[config.mk]
export PLATFORM = sky130hd
export DESIGN_NAME = hill_cipher_mod29
export DESIGN_NICKNAME = d
export VERILOG_FILES = /design/src/design/hcm_pkg.sv /design/src/design/hill_cipher_mod29.sv /design/src/design/hcm_keygen.sv
export VERILOG_INCLUDE_DIRS = /design/src /design/src/design
export SDC_FILE = /design/constraint.sdc
export NUM_CORES = 2
export LEC_CHECK = 0
export ABC_CLOCK_PERIOD_IN_PS = 11800
export BUFFER_PORTS_ARGS = -buffer_cell sky130_fd_sc_hd__buf_2
export CORE_MARGIN = 3
export CORE_UTILIZATION = 61
export CTS_CLUSTER_DIAMETER = 100
export DETAILED_ROUTE_END_ITERATION = 6
export PLACE_DENSITY_LB_ADDON = 0.25
export SYNTH_ARGS = -nofsm -noshare
export SYNTH_HDL_FRONTEND = slang
export SYNTH_SLANG_ARGS = --single-unit
[constraint.sdc]
create_clock -name clk_i -period 11.8 [get_ports clk_i]
set_clock_uncertainty 0.15 [all_clocks]
set_input_delay 0.59 -clock clk_i [delete_from_list [all_inputs] [get_ports clk_i]]
set_output_delay 0.59 -clock clk_i [all_outputs]
set_load 0.02 [all_outputs]
[src/design/hill_cipher_mod29_defines.svh]
// ---------------------------------------------------------------------------
// hill_cipher_mod29 assertion macros
// Concurrent assertion helpers for the cipher RTL; empty under SYNTH.
// ---------------------------------------------------------------------------
`ifndef HILL_CIPHER_MOD29_DEFINES_SVH
`define HILL_CIPHER_MOD29_DEFINES_SVH

`ifndef SYNTH
// Checked on every rising edge of clk_i, disabled while rst_ni is low.
`define HCM_ASSERT(name, prop, msg) \
  name: assert property (@(posedge clk_i) disable iff (!rst_ni) (prop)) else $error(msg);
// Checked on every rising edge of clk_i, reset included.
`define HCM_ASSERT_NORST(name, prop, msg) \
  name: assert property (@(posedge clk_i) (prop)) else $error(msg);
`else
`define HCM_ASSERT(name, prop, msg)
`define HCM_ASSERT_NORST(name, prop, msg)
`endif

`endif

[src/design/hcm_pkg.sv]
// ---------------------------------------------------------------------------
// hcm_pkg
// Types, constants and mod 29 helper functions for the Hill cipher block.
// ---------------------------------------------------------------------------
package hcm_pkg;

  localparam int BLOCK_SIZE = 3;
  localparam int MATRIX_DIM = 3;
  localparam int BUF_DEPTH  = BLOCK_SIZE - 1;
  localparam int SYM_W      = 5;
  localparam int CHAR_W     = 8;
  localparam int KEY_W      = 45;
  localparam int CFG_IDX_W  = 2;
  localparam int FILL_W     = 2;
  localparam int RES_IDX_W  = $clog2(BLOCK_SIZE);
  localparam int SETTLE_W   = 3;
  localparam int ACC_W      = 14;

  // Cycles from a configuration write until the effective key is registered.
  localparam logic [SETTLE_W-1:0] KEY_LATENCY = SETTLE_W'(5);

  localparam logic [KEY_W-1:0] KEY_RESET = 45'd1099512676353;

  localparam logic [SYM_W-1:0] MODULUS      = 5'd29;
  localparam logic [SYM_W-1:0] SYM_SPACE    = 5'd26;
  localparam logic [SYM_W-1:0] SYM_PERIOD   = 5'd27;
  localparam logic [SYM_W-1:0] SYM_QUESTION = 5'd28;
  localparam logic [10:0]      MOD_SQ       = 11'd841;

  // floor(x / 29) == (x * 565) >> 14 for every x below 2**14.
  localparam logic [23:0] MOD_RECIP = 24'd565;
  localparam int          MOD_SHIFT = 14;

  localparam logic [CHAR_W-1:0] CHAR_SPACE    = 8'h20;
  localparam logic [CHAR_W-1:0] CHAR_PERIOD   = 8'h2E;
  localparam logic [CHAR_W-1:0] CHAR_QUESTION = 8'h3F;
  localparam logic [CHAR_W-1:0] CHAR_UPPER_A  = 8'h41;
  localparam logic [CHAR_W-1:0] CHAR_UPPER_Z  = 8'h5A;
  localparam logic [CHAR_W-1:0] CHAR_LOWER_A  = 8'h61;
  localparam logic [CHAR_W-1:0] CHAR_LOWER_Z  = 8'h7A;

  typedef enum logic [CFG_IDX_W-1:0] {
    CFG_KEY_ENTRIES  = 2'd0,
    CFG_DECRYPT_MODE = 2'd1
  } cfg_idx_e;

  typedef logic [SYM_W-1:0] sym_t;
  typedef sym_t [MATRIX_DIM-1:0] sym_row_t;
  typedef sym_row_t [MATRIX_DIM-1:0] key_mat_t;

  typedef struct packed {
    logic [CHAR_W-1:0] char_in;
    logic              message_end;
  } hcm_in_t;

  typedef struct packed {
    logic [CHAR_W-1:0] char_out;
    logic              run_last;
  } hcm_out_t;

  function automatic sym_t mod29(input logic [ACC_W-1:0] x);
    logic [23:0]      prod;
    logic [9:0]       quo;
    logic [ACC_W-1:0] rem;
    prod = {10'd0, x} * MOD_RECIP;
    quo  = prod[23:MOD_SHIFT];
    rem  = x - ACC_W'({4'd0, quo} * {9'd0, MODULUS});
    return rem[SYM_W-1:0];
  endfunction

  function automatic sym_t reduce_entry(input sym_t e);
    return (e >= MODULUS) ? e - MODULUS : e;
  endfunction

  function automatic sym_t neg29(input sym_t e);
    return (e == '0) ? '0 : MODULUS - e;
  endfunction

  function automatic sym_t minor2(input sym_t a, input sym_t b, input sym_t c,
                                  input sym_t d);
    logic [10:0] ad;
    logic [10:0] bc;
    logic [10:0] sum;
    ad  = {6'd0, a} * {6'd0, d};
    bc  = {6'd0, b} * {6'd0, c};
    sum = ad + MOD_SQ - bc;
    return mod29({3'd0, sum});
  endfunction

  // Multiplicative inverse mod 29; zero has none and maps to zero.
  function automatic sym_t inv29(input sym_t d);
    sym_t r;
    case (d)
      5'd1:    r = 5'd1;
      5'd2:    r = 5'd15;
      5'd3:    r = 5'd10;
      5'd4:    r = 5'd22;
      5'd5:    r = 5'd6;
      5'd6:    r = 5'd5;
      5'd7:    r = 5'd25;
      5'd8:    r = 5'd11;
      5'd9:    r = 5'd13;
      5'd10:   r = 5'd3;
      5'd11:   r = 5'd8;
      5'd12:   r = 5'd17;
      5'd13:   r = 5'd9;
      5'd14:   r = 5'd27;
      5'd15:   r = 5'd2;
      5'd16:   r = 5'd20;
      5'd17:   r = 5'd12;
      5'd18:   r = 5'd21;
      5'd19:   r = 5'd26;
      5'd20:   r = 5'd16;
      5'd21:   r = 5'd18;
      5'd22:   r = 5'd4;
      5'd23:   r = 5'd24;
      5'd24:   r = 5'd23;
      5'd25:   r = 5'd7;
      5'd26:   r = 5'd19;
      5'd27:   r = 5'd14;
      5'd28:   r = 5'd28;
      default: r = 5'd0;
    endcase
    return r;
  endfunction

  function automatic sym_t sym_of_char(input logic [CHAR_W-1:0] ch);
    sym_t s;
    if (ch == CHAR_SPACE) begin
      s = SYM_SPACE;
    end else if (ch == CHAR_PERIOD) begin
      s = SYM_PERIOD;
    end else if (ch == CHAR_QUESTION) begin
      s = SYM_QUESTION;
    end else if (ch >= CHAR_UPPER_A && ch <= CHAR_UPPER_Z) begin
      s = SYM_W'(ch - CHAR_UPPER_A);
    end else if (ch >= CHAR_LOWER_A && ch <= CHAR_LOWER_Z) begin
      s = SYM_W'(ch - CHAR_LOWER_A);
    end else begin
      s = SYM_SPACE;
    end
    return s;
  endfunction

  function automatic logic [CHAR_W-1:0] char_of_sym(input sym_t s);
    logic [CHAR_W-1:0] ch;
    if (s == SYM_SPACE) begin
      ch = CHAR_SPACE;
    end else if (s == SYM_PERIOD) begin
      ch = CHAR_PERIOD;
    end else if (s == SYM_QUESTION) begin
      ch = CHAR_QUESTION;
    end else if (s > SYM_QUESTION) begin
      ch = CHAR_UPPER_A + {3'd0, s - SYM_SPACE};
    end else begin
      ch = CHAR_UPPER_A + {3'd0, s};
    end
    return ch;
  endfunction

  // One row of the key times the block, mod 29.
  function automatic sym_t dot_row(input sym_row_t m_row, input sym_row_t blk);
    logic [ACC_W-1:0] acc;
    acc = '0;
    for (int c = 0; c < BLOCK_SIZE; c++) begin
      acc = acc + ACC_W'({5'd0, m_row[c]} * {5'd0, blk[c]});
    end
    return mod29(acc);
  endfunction

endpackage

[src/design/hill_cipher_mod29.sv]
// ---------------------------------------------------------------------------
// hill_cipher_mod29
// Hill cipher over a 29-symbol alphabet with a 3x3 key, streaming characters.
// ---------------------------------------------------------------------------
//
//  Channel | Direction | Handshake            | Payload
//  --------+-----------+----------------------+--------------------------------
//  in      | input     | in_valid_i/in_stall_o   | hcm_in_t  {char_in, message_end}
//  out     | output    | out_valid_o/out_stall_i | hcm_out_t {char_out, run_last}
//  cfg     | input     | cfg_valid_i/cfg_ready_o | cfg_index_i, cfg_data_i
//
// One input character is taken per cycle. A character that completes a block
// (or ends the message) moves the block to a holding register; when the
// result register is free the key multiply fills it, and it issues BLOCK_SIZE
// characters, one per cycle while the output does not stall, so a plain
// stream runs at one character a cycle. After reset and after every
// configuration write the input stalls while the effective key pipeline
// settles; otherwise it stalls only when a finished block waits and the
// result register cannot take it. An output stall holds the result register.
//
module hill_cipher_mod29 import hcm_pkg::*; (
  input  logic                 clk_i,
  input  logic                 rst_ni,
  input  logic                 in_valid_i,
  output logic                 in_stall_o,
  input  hcm_in_t              in_data_i,
  output logic                 out_valid_o,
  input  logic                 out_stall_i,
  output hcm_out_t             out_data_o,
  input  logic                 cfg_valid_i,
  output logic                 cfg_ready_o,
  input  logic [CFG_IDX_W-1:0] cfg_index_i,
  input  logic [KEY_W-1:0]     cfg_data_i
);

`include "hill_cipher_mod29_defines.svh"

  localparam logic [FILL_W-1:0]    FILL_FULL = FILL_W'(BLOCK_SIZE - 1);
  localparam logic [RES_IDX_W-1:0] RES_LAST  = RES_IDX_W'(BLOCK_SIZE - 1);

  // Configuration registers.
  logic [KEY_W-1:0]    key_entries_q;
  logic                decrypt_mode_q;
  logic                cfg_we;
  logic [SETTLE_W-1:0] settle_cnt_q;
  logic                key_ready;
  key_mat_t            key_mat;

  // Partial block and full block holding register.
  sym_t                buf_q [BUF_DEPTH];
  logic [FILL_W-1:0]   fill_count_q;
  sym_row_t            blk_d, blk_q;
  logic                blk_valid_q;

  // Result register, drained one character per transaction.
  logic [CHAR_W-1:0]    res_chars_q [BLOCK_SIZE];
  logic [RES_IDX_W-1:0] res_idx_q;
  logic                 res_valid_q;

  logic in_accept;
  logic out_accept;
  logic emit;
  logic res_last;
  logic res_free;
  logic res_load;
  sym_t sym_in;

  assign cfg_ready_o = 1'b1;
  assign cfg_we      = cfg_valid_i & cfg_ready_o;

  always_ff @(posedge clk_i or negedge rst_ni) begin
    if (!rst_ni) begin
      key_entries_q  <= KEY_RESET;
      decrypt_mode_q <= 1'b0;
    end else if (cfg_we) begin
      unique case (cfg_index_i)
        CFG_KEY_ENTRIES:  key_entries_q  <= cfg_data_i;
        CFG_DECRYPT_MODE: decrypt_mode_q <= cfg_data_i[0];
        default: ;
      endcase
    end
  end

  // The key pipeline runs freely; this counter marks when its output is
  // consistent with the configuration registers again.
  always_ff @(posedge clk_i or negedge rst_ni) begin
    if (!rst_ni) begin
      settle_cnt_q <= KEY_LATENCY;
    end else if (cfg_we) begin
      settle_cnt_q <= KEY_LATENCY;
    end else if (settle_cnt_q != '0) begin
      settle_cnt_q <= settle_cnt_q - SETTLE_W'(1);
    end
  end

  assign key_ready = (settle_cnt_q == '0);

  hcm_keygen u_keygen (
    .clk_i          (clk_i),
    .key_entries_i  (key_entries_q),
    .decrypt_mode_i (decrypt_mode_q),
    .key_o          (key_mat)
  );

  // Handshake. The stall depends on internal state and the output stall,
  // never on payload.
  assign res_last   = (res_idx_q == RES_LAST);
  assign out_accept = res_valid_q & ~out_stall_i;
  assign res_free   = ~res_valid_q | (out_accept & res_last);
  assign res_load   = blk_valid_q & res_free;
  assign in_stall_o = ~key_ready | (blk_valid_q & ~res_free);
  assign in_accept  = in_valid_i & ~in_stall_o;

  assign sym_in = sym_of_char(in_data_i.char_in);
  assign emit   = in_data_i.message_end | (fill_count_q == FILL_FULL);

  // Block assembly: buffered codes first, then the new code, then space
  // padding for a message that ends inside a block.
  always_comb begin
    for (int i = 0; i < MATRIX_DIM; i++) begin
      blk_d[i] = SYM_SPACE;
      if (FILL_W'(i) == fill_count_q) begin
        blk_d[i] = sym_in;
      end
    end
    for (int j = 0; j < BUF_DEPTH; j++) begin
      if (FILL_W'(j) < fill_count_q) begin
        blk_d[j] = buf_q[j];
      end
    end
  end

  always_ff @(posedge clk_i or negedge rst_ni) begin
    if (!rst_ni) begin
      fill_count_q <= '0;
    end else if (in_accept) begin
      fill_count_q <= emit ? '0 : fill_count_q + FILL_W'(1);
    end
  end

  always_ff @(posedge clk_i) begin
    if (in_accept && !emit) begin
      for (int j = 0; j < BUF_DEPTH; j++) begin
        if (FILL_W'(j) == fill_count_q) begin
          buf_q[j] <= sym_in;
        end
      end
    end
  end

  always_ff @(posedge clk_i or negedge rst_ni) begin
    if (!rst_ni) begin
      blk_valid_q <= 1'b0;
    end else if (in_accept && emit) begin
      blk_valid_q <= 1'b1;
    end else if (res_load) begin
      blk_valid_q <= 1'b0;
    end
  end

  always_ff @(posedge clk_i) begin
    if (in_accept && emit) begin
      blk_q <= blk_d;
    end
  end

  // Key multiply between the block register and the result register.
  always_ff @(posedge clk_i) begin
    if (res_load) begin
      for (int r = 0; r < BLOCK_SIZE; r++) begin
        res_chars_q[r] <= char_of_sym(dot_row(key_mat[r], blk_q));
      end
    end
  end

  always_ff @(posedge clk_i or negedge rst_ni) begin
    if (!rst_ni) begin
      res_valid_q <= 1'b0;
      res_idx_q   <= '0;
    end else if (res_load) begin
      res_valid_q <= 1'b1;
      res_idx_q   <= '0;
    end else if (out_accept) begin
      if (res_last) begin
        res_valid_q <= 1'b0;
      end else begin
        res_idx_q <= res_idx_q + RES_IDX_W'(1);
      end
    end
  end

  assign out_valid_o         = res_valid_q;
  assign out_data_o.char_out = res_chars_q[res_idx_q];
  assign out_data_o.run_last = res_last;

  `HCM_ASSERT_NORST(a_fill_range, !rst_ni || fill_count_q <= FILL_FULL, "fill count past block size")
  `HCM_ASSERT(a_blk_hold, blk_valid_q && !res_free |=> blk_valid_q && $stable(blk_q), "waiting block lost")
  `HCM_ASSERT(a_res_drain, out_accept && res_last && !blk_valid_q |=> !res_valid_q, "result not drained")
  `HCM_ASSERT(a_settle_restart, cfg_we |=> settle_cnt_q == KEY_LATENCY, "key settle not restarted")

endmodule

[src/design/hcm_keygen.sv]
// ---------------------------------------------------------------------------
// hcm_keygen
// Pipelined build of the effective key: reduced key or its inverse mod 29.
// ---------------------------------------------------------------------------
module hcm_keygen import hcm_pkg::*; (
  input  logic             clk_i,
  input  logic [KEY_W-1:0] key_entries_i,
  input  logic             decrypt_mode_i,
  output key_mat_t         key_o
);

  key_mat_t k_d, k_q;
  key_mat_t adj_d, adj_q;
  key_mat_t m_d, m_q;
  sym_t     det_d, det_q;
  sym_t     dinv_q;

  // Entries reduced mod 29.
  always_comb begin
    for (int r = 0; r < MATRIX_DIM; r++) begin
      for (int c = 0; c < MATRIX_DIM; c++) begin
        k_d[r][c] = reduce_entry(key_entries_i[SYM_W*(MATRIX_DIM*r+c) +: SYM_W]);
      end
    end
  end

  // Adjugate from the 2x2 minors.
  always_comb begin
    adj_d = '0;
    if (BLOCK_SIZE == 2) begin
      adj_d[0][0] = k_q[1][1];
      adj_d[0][1] = neg29(k_q[0][1]);
      adj_d[1][0] = neg29(k_q[1][0]);
      adj_d[1][1] = k_q[0][0];
    end else begin
      for (int r = 0; r < MATRIX_DIM; r++) begin
        for (int c = 0; c < MATRIX_DIM; c++) begin
          adj_d[c][r] = minor2(k_q[(r == 2) ? 0 : r + 1][(c == 2) ? 0 : c + 1],
                               k_q[(r == 2) ? 0 : r + 1][(c == 0) ? 2 : c - 1],
                               k_q[(r == 0) ? 2 : r - 1][(c == 2) ? 0 : c + 1],
                               k_q[(r == 0) ? 2 : r - 1][(c == 0) ? 2 : c - 1]);
        end
      end
    end
  end

  always_comb begin
    logic [ACC_W-1:0] acc;
    acc = '0;
    if (BLOCK_SIZE == 2) begin
      det_d = minor2(k_q[0][0], k_q[0][1], k_q[1][0], k_q[1][1]);
    end else begin
      for (int c = 0; c < MATRIX_DIM; c++) begin
        acc = acc + ACC_W'({5'd0, k_q[0][c]} * {5'd0, adj_q[c][0]});
      end
      det_d = mod29(acc);
    end
  end

  always_comb begin
    for (int r = 0; r < MATRIX_DIM; r++) begin
      for (int c = 0; c < MATRIX_DIM; c++) begin
        if (decrypt_mode_i) begin
          m_d[r][c] = mod29(ACC_W'({5'd0, dinv_q} * {5'd0, adj_q[r][c]}));
        end else begin
          m_d[r][c] = k_q[r][c];
        end
      end
    end
  end

  always_ff @(posedge clk_i) begin
    k_q    <= k_d;
    adj_q  <= adj_d;
    det_q  <= det_d;
    dinv_q <= inv29(det_q);
    m_q    <= m_d;
  end

  assign key_o = m_q;

endmodule

* Word-level counts from Yosys, hierarchy flattened
Memories as Yosys holds them, arrays and structs flattened. A register that Yosys moved wholly into a read port is not among the register bits.
Index checks and enable logic that the tools add are counted.
W data, S select, Z words.
** Word-level totals
- Bits in registers :: 210
- Bits in writable memories :: 34
- ROM bits :: 160
- Memories :: 3
** Cells by class
- $add $sub $neg :: 71
- $mul :: 83
- $lt $le $gt $ge :: 18
- Equal/unequal tests :: 18
- Muxes and demuxes :: 64
- Bitwise logic cells :: 13
- Reductions and logical operators :: 18
** Memories
- (name not given) :: words 32, bits a word 5, read ports 1, clocked after Yosys merged registers in 1, write ports 0, RTL line hcm_pkg.sv:93 : case (d)
- res_chars_q :: words 3, bits a word 8, read ports 1, clocked after Yosys merged registers in 0, write ports 3, RTL line hill_cipher_mod29.sv:56 : logic [CHAR_W-1:0] res_chars_q [BLOCK_SIZE];
- buf_q :: words 2, bits a word 5, read ports 2, clocked after Yosys merged registers in 0, write ports 1, RTL line hill_cipher_mod29.sv:50 : sym_t buf_q [BUF_DEPTH];
** Operators with widths (count)
- $mul A5 B5 Y10 :: 39
- $mul A11 B10 Y21 const B :: 9
- $mul A10 B10 Y20 const B :: 9
- $mux W5 :: 28
- $mux W8 :: 15
- $sub A5 B5 Y5 :: 22
- $add A10 B10 Y11 const B :: 9
- $sub A11 B10 Y11 :: 9
- $mul A12 B10 Y22 const B :: 3
- $mul A7 B5 Y5 const B :: 9
- $sub A5 B5 Y5 const B :: 12
- $mul A6 B5 Y5 const B :: 9
- $add A11 B10 Y12 :: 4
- $add A7 B5 Y8 const A :: 6
- $eq A5 B5 Y1 const B :: 9
- $ge A5 B5 Y1 const B :: 9
- $add A10 B10 Y11 :: 4
- $eq A8 B6 Y1 const B :: 3
- $mul A14 B10 Y24 const B :: 1
- $mul A8 B5 Y5 const B :: 3
- $ge A8 B7 Y1 const B :: 2
- $le A8 B7 Y1 const B :: 2
- $gt A5 B5 Y1 const B :: 3
- $mux W1 :: 15
- other kinds (23) :: 51

* Logic depth before layout (Yosys ltp)
- Depth after elaboration :: 14
- Depth in mapped cells :: 56
- Gate-level depth less buffers :: 54

* By module
From an unflattened synthesis, not the netlist that was laid out.
** Unflattened totals
- Cell total of the unflattened synthesis :: 8983
- Area, all modules :: 82826.9 um^2
** Modules (own cells, without submodules)
- hcm_keygen :: instances 1, cells an instance 7016, area an instance 63816.2 um^2, sequential area each 2902.8 um^2
- hill_cipher_mod29 :: instances 1, cells an instance 1967, area an instance 19010.7 um^2, sequential area each 2763.9 um^2

* Least setup slack after synthesis
No wires, ideal clock.
- Path kind :: reg2reg
- From :: reg blk_q[11] (netlist name)
- To :: mem res_chars_q[1][4] (data pin)
- Arrival :: 12.210 ns
- Required time :: 11.504 ns
- Setup slack :: -0.706 ns
- Cell stages (with the launch flop) :: 54
- Cell sequence :: edfxtp_1 clkbuf_1 nand2_1 fa_1 inv_1 fa_1 inv_1 fa_1 inv_1 fa_1 fa_1 inv_1 fa_1 inv_1 ha_1 fa_1 a21o_1 a21oi_1 [18 not listed] ha_1 ha_1 inv_1 ha_1 a21oi_1 xnor2_1 xnor2_1 xnor2_1 xnor3_2 and2_4 buf_6 a31oi_1 ha_1 inv_1 o21ai_0 o21ai_0 a221o_1 a21oi_1
** RTL lines
- start, declared :: RTL line hill_cipher_mod29.sv:52 : sym_row_t blk_d, blk_q;
- start signal, assigned :: RTL line hill_cipher_mod29.sv:163 : blk_q <= blk_d;
- end, declared :: RTL line hill_cipher_mod29.sv:56

==> flow_metrics.py <==
metrics = {
    "cells_and_area": {
        "multi_input_area_sq_um": 69010,
        "num-nets-final": 12550,
        "nFillCells": 10660,
        "register_area_sq_um": 5680,
        "syn_to_final_growth_pct": 7.953,
        "drive_above_1_share_pct": 7.824,
    },
    "routing": {
        "routed_via_density": 5.440,
        "ant_nets": 0,
        "drtIter0Drc": 2443,
        "firstDrtPassIters": 5,
        "num_vias": 60040,
        "route.final.wire_length_mm": 187.4,
        "drc_errors": 0,
        "wl_per_cell_um": 16.98,
    },
    "timing": {
        "finalHoldViolations": 0,
        "setup_slack_ps": -156.0,
        "min_period_over_period_pct": 101.3,
        "drv_slew": 0,
        "fmax_ghz": 0.08364,
        "setup-violations-final": 6,
        "worst_pin_slew_ps": 1009,
        "fin_crit_ps": 11960,
        "grt_setup_unrepaired": "true",
        "relSlewSlack_pct": 32.66,
    },
    "global_route": {
        "antenna_found_initial": 12,
        "gr-total-overflow": 0,
        "grt_pass1_wl_mm": 315.5,
        "grt_pass1_vias": 64640,
        "grt_start_max_net_pins": 77,
        "grt_util_all_layers_pct": 27.31,
    },
    "run": {
        "maxCapViolations": 0,
    },
    "worst_setup_path": {
        "critPathRequiredTime_ps": 12010,
        "path_buf_inv": 11,
        "cpPeakStageDelay_ps": 530,
        "worst_setup_path_start_kind": "flop",
        "worstPathMaxFanout": 4,
        "cp-end-kind": "flop",
        "critPathMostFrequentCell": "fa_1",
        "r2r_slack_ps": -160,
        "arrival_ps": 12160,
        "critPathTopFamily": "adder cells",
        "critical_path_class": "reg2reg",
        "critPathSlowestCell": "fa_1",
    },
    "die": {
        "core_sq_um": 134100,
        "initial_core_util_pct": 61.75,
        "die_y_um": 374.5,
        "rows": 134,
        "die_w_um": 374.5,
        "io_pins": 73,
        "die_area_sq_um": 140200,
    },
    "logic_synthesis": {
        "syn_avg_cell_area_sq_um": 9.242,
        "synthDistinctLibCells": 93,
        "syn_nets": 12280,
        "yosysSeqAreaShare_pct": 6.841,
        "synth_flop_cell": "dfxtp_1",
        "synth-edff-count": 46,
        "yosys_warnings": 0,
        "synthArstFlopShare_pct": 22.36,
        "synth_area_sq_um": 82830,
        "yosys_register_bits": 246,
        "syn_inst": 8962,
    },
    "clocking": {
        "cts_buffers": 37,
        "clk_path_buf_depth": 3,
        "clock_latency_ps": 610,
        "cts.sinks": 246,
        "cts_tree": "built",
        "root_buffer": "clkbuf_16",
        "cts-htree-levels": 2,
        "clk_pin_slew_ps": 60,
    },
    "placement": {
        "place_hpwl_mm": 160.2,
        "place_ws_ps": -416.5,
        "place.gp.congestion": 0.9015,
        "port-buffer-count": 70,
    },
    "outcome": {
        "status": "complete, but fails checks",
        "violations": "setup timing",
    },
    "hold_path": {
        "min_path_type": "in2reg",
    },
}
-- kinds of logic (layout without fill, tap and decap cells) --
| family | after synthesis | in the layout | synth area share (%) |
|---|---|---|---|
| buffers and inverters | 2378 | 2682 | 10.80 |
| AND/OR/NAND/NOR | 1560 | 1560 | 9.946 |
| AO/OA/AOI/OAI | 891 | 891 | 7.068 |
| multiplexers | 89 | 89 | 1.157 |
| flip-flops | 246 | 246 | 6.841 |
| adder cells (fa/ha/maj) | 3252 | 3252 | 58.21 |
| XOR/XNOR | 544 | 544 | 5.964 |
| other | 2 | 5 | 0.009067 |
-- stage by stage --
stage                     hold WS [ps]  cell area [sq um]  std cells  setup TNS [ps]  util, %
final                            30.25              89420      11040          -513.5    66.67
after global placement           346.0              87130      10930          -428.0    64.96
after floorplan                  144.4              82950       8962          -47.24        -
after CTS                        2.597              88690      11020          -815.0    66.12
after detailed placement         360.7              87130      10930           -2085    64.96
after global routing             39.88              89410      11040           -5710    66.66
-- worst register-to-register path: cells and delay by family, from the launching register on --
| kind | cells | cell delay, ps |
|---|---|---|
| fa+ha+maj | 19 | 6980 |
| compound gates | 9 | 1580 |
| xor+xnor | 7 | 1060 |
| simple gates | 6 | 680 |
| buf+inv | 11 | 670 |
| flops | 1 | 410 |
| mux | 1 | 210 |
-- per-layer routing --
layer	vias up	track usage (%)	share of wire [%]
met1	29480	34.02	42
met4	4	8.977	3.8
li1	29030	-	-
met3	344	2.787	4.3
met2	1177	49.39	50
met5	-	0	0.017
-- cell usage in the layout, fill, tap and decap left out, drive strengths merged, types with 145 or more instances in the layout --
cell type	netlist	routed
nor2	160	160
fa	1003	1003
and2	706	706
ha	2249	2249
xnor2	453	453
inv	2202	2208
dfxtp	145	145
nand2	434	434
buf	8	410
a21oi	309	309
-- cell usage after synthesis (118+ instances only) --
cell type     n  area share (%)
inv_1      2201              10
a21oi_1     305             1.8
nand2_1     434             2.0
nor2_1      160            0.73
dfxtp_1     145             3.5
o21ai_0     125            0.76
a21o_1      118             1.1
fa_1       1003              24
clkbuf_1    168            0.76
and2_1      704             5.3
ha_1       2249              34
xnor2_1     450             4.8
-- cell type report --
type,count,area share (%)
timing repair buffer,412,3.330
clock inverter,21,0.2589
inverter,2202,9.244
sequential,246,6.353
tap,1768,2.474
antenna,3,0.008396
clock buffer,47,1.149
multi-input combinational,6338,77.18
-- final timing paths --
check | from | endpoint | cells after the start
hold / removal | cfg_data_i[16] | key_entries_q[16] | 3
setup reg to reg | blk_q[12] | res_chars_q[0][2] | 53
max in group asynchronous | rst_ni | decrypt_mode_q | 3
setup / recovery | blk_q[12] | res_chars_q[0][2] | 53
hold reg to reg | key_entries_q[36] | u_keygen.k_q[36] | 2
min in group asynchronous | rst_ni | blk_valid_q | 3
-- repair_timing --
item,in CTS,in global routing
resized for setup,27,119
setup buffers,19,19
pin swaps,40,66
endpoints found under the setup margin,10,23
hold buffers,2,0
endpoints found under the hold margin,6,0
-- sequential cells by signal, summed over array words and instances, names as in the netlist, 3 cells and up --
register,flops
blk_q,15
buf_q,10
key_entries_q,45
res_chars_q,21
settle_cnt_q,3
u_keygen.adj_q,45
u_keygen.det_q,5
u_keygen.dinv_q,5
u_keygen.k_q,45
u_keygen.key_o,45
Power is left out: the tool's default activity adds up to more than one toggle a clock period on the data nets, which glitch-free logic cannot reach.
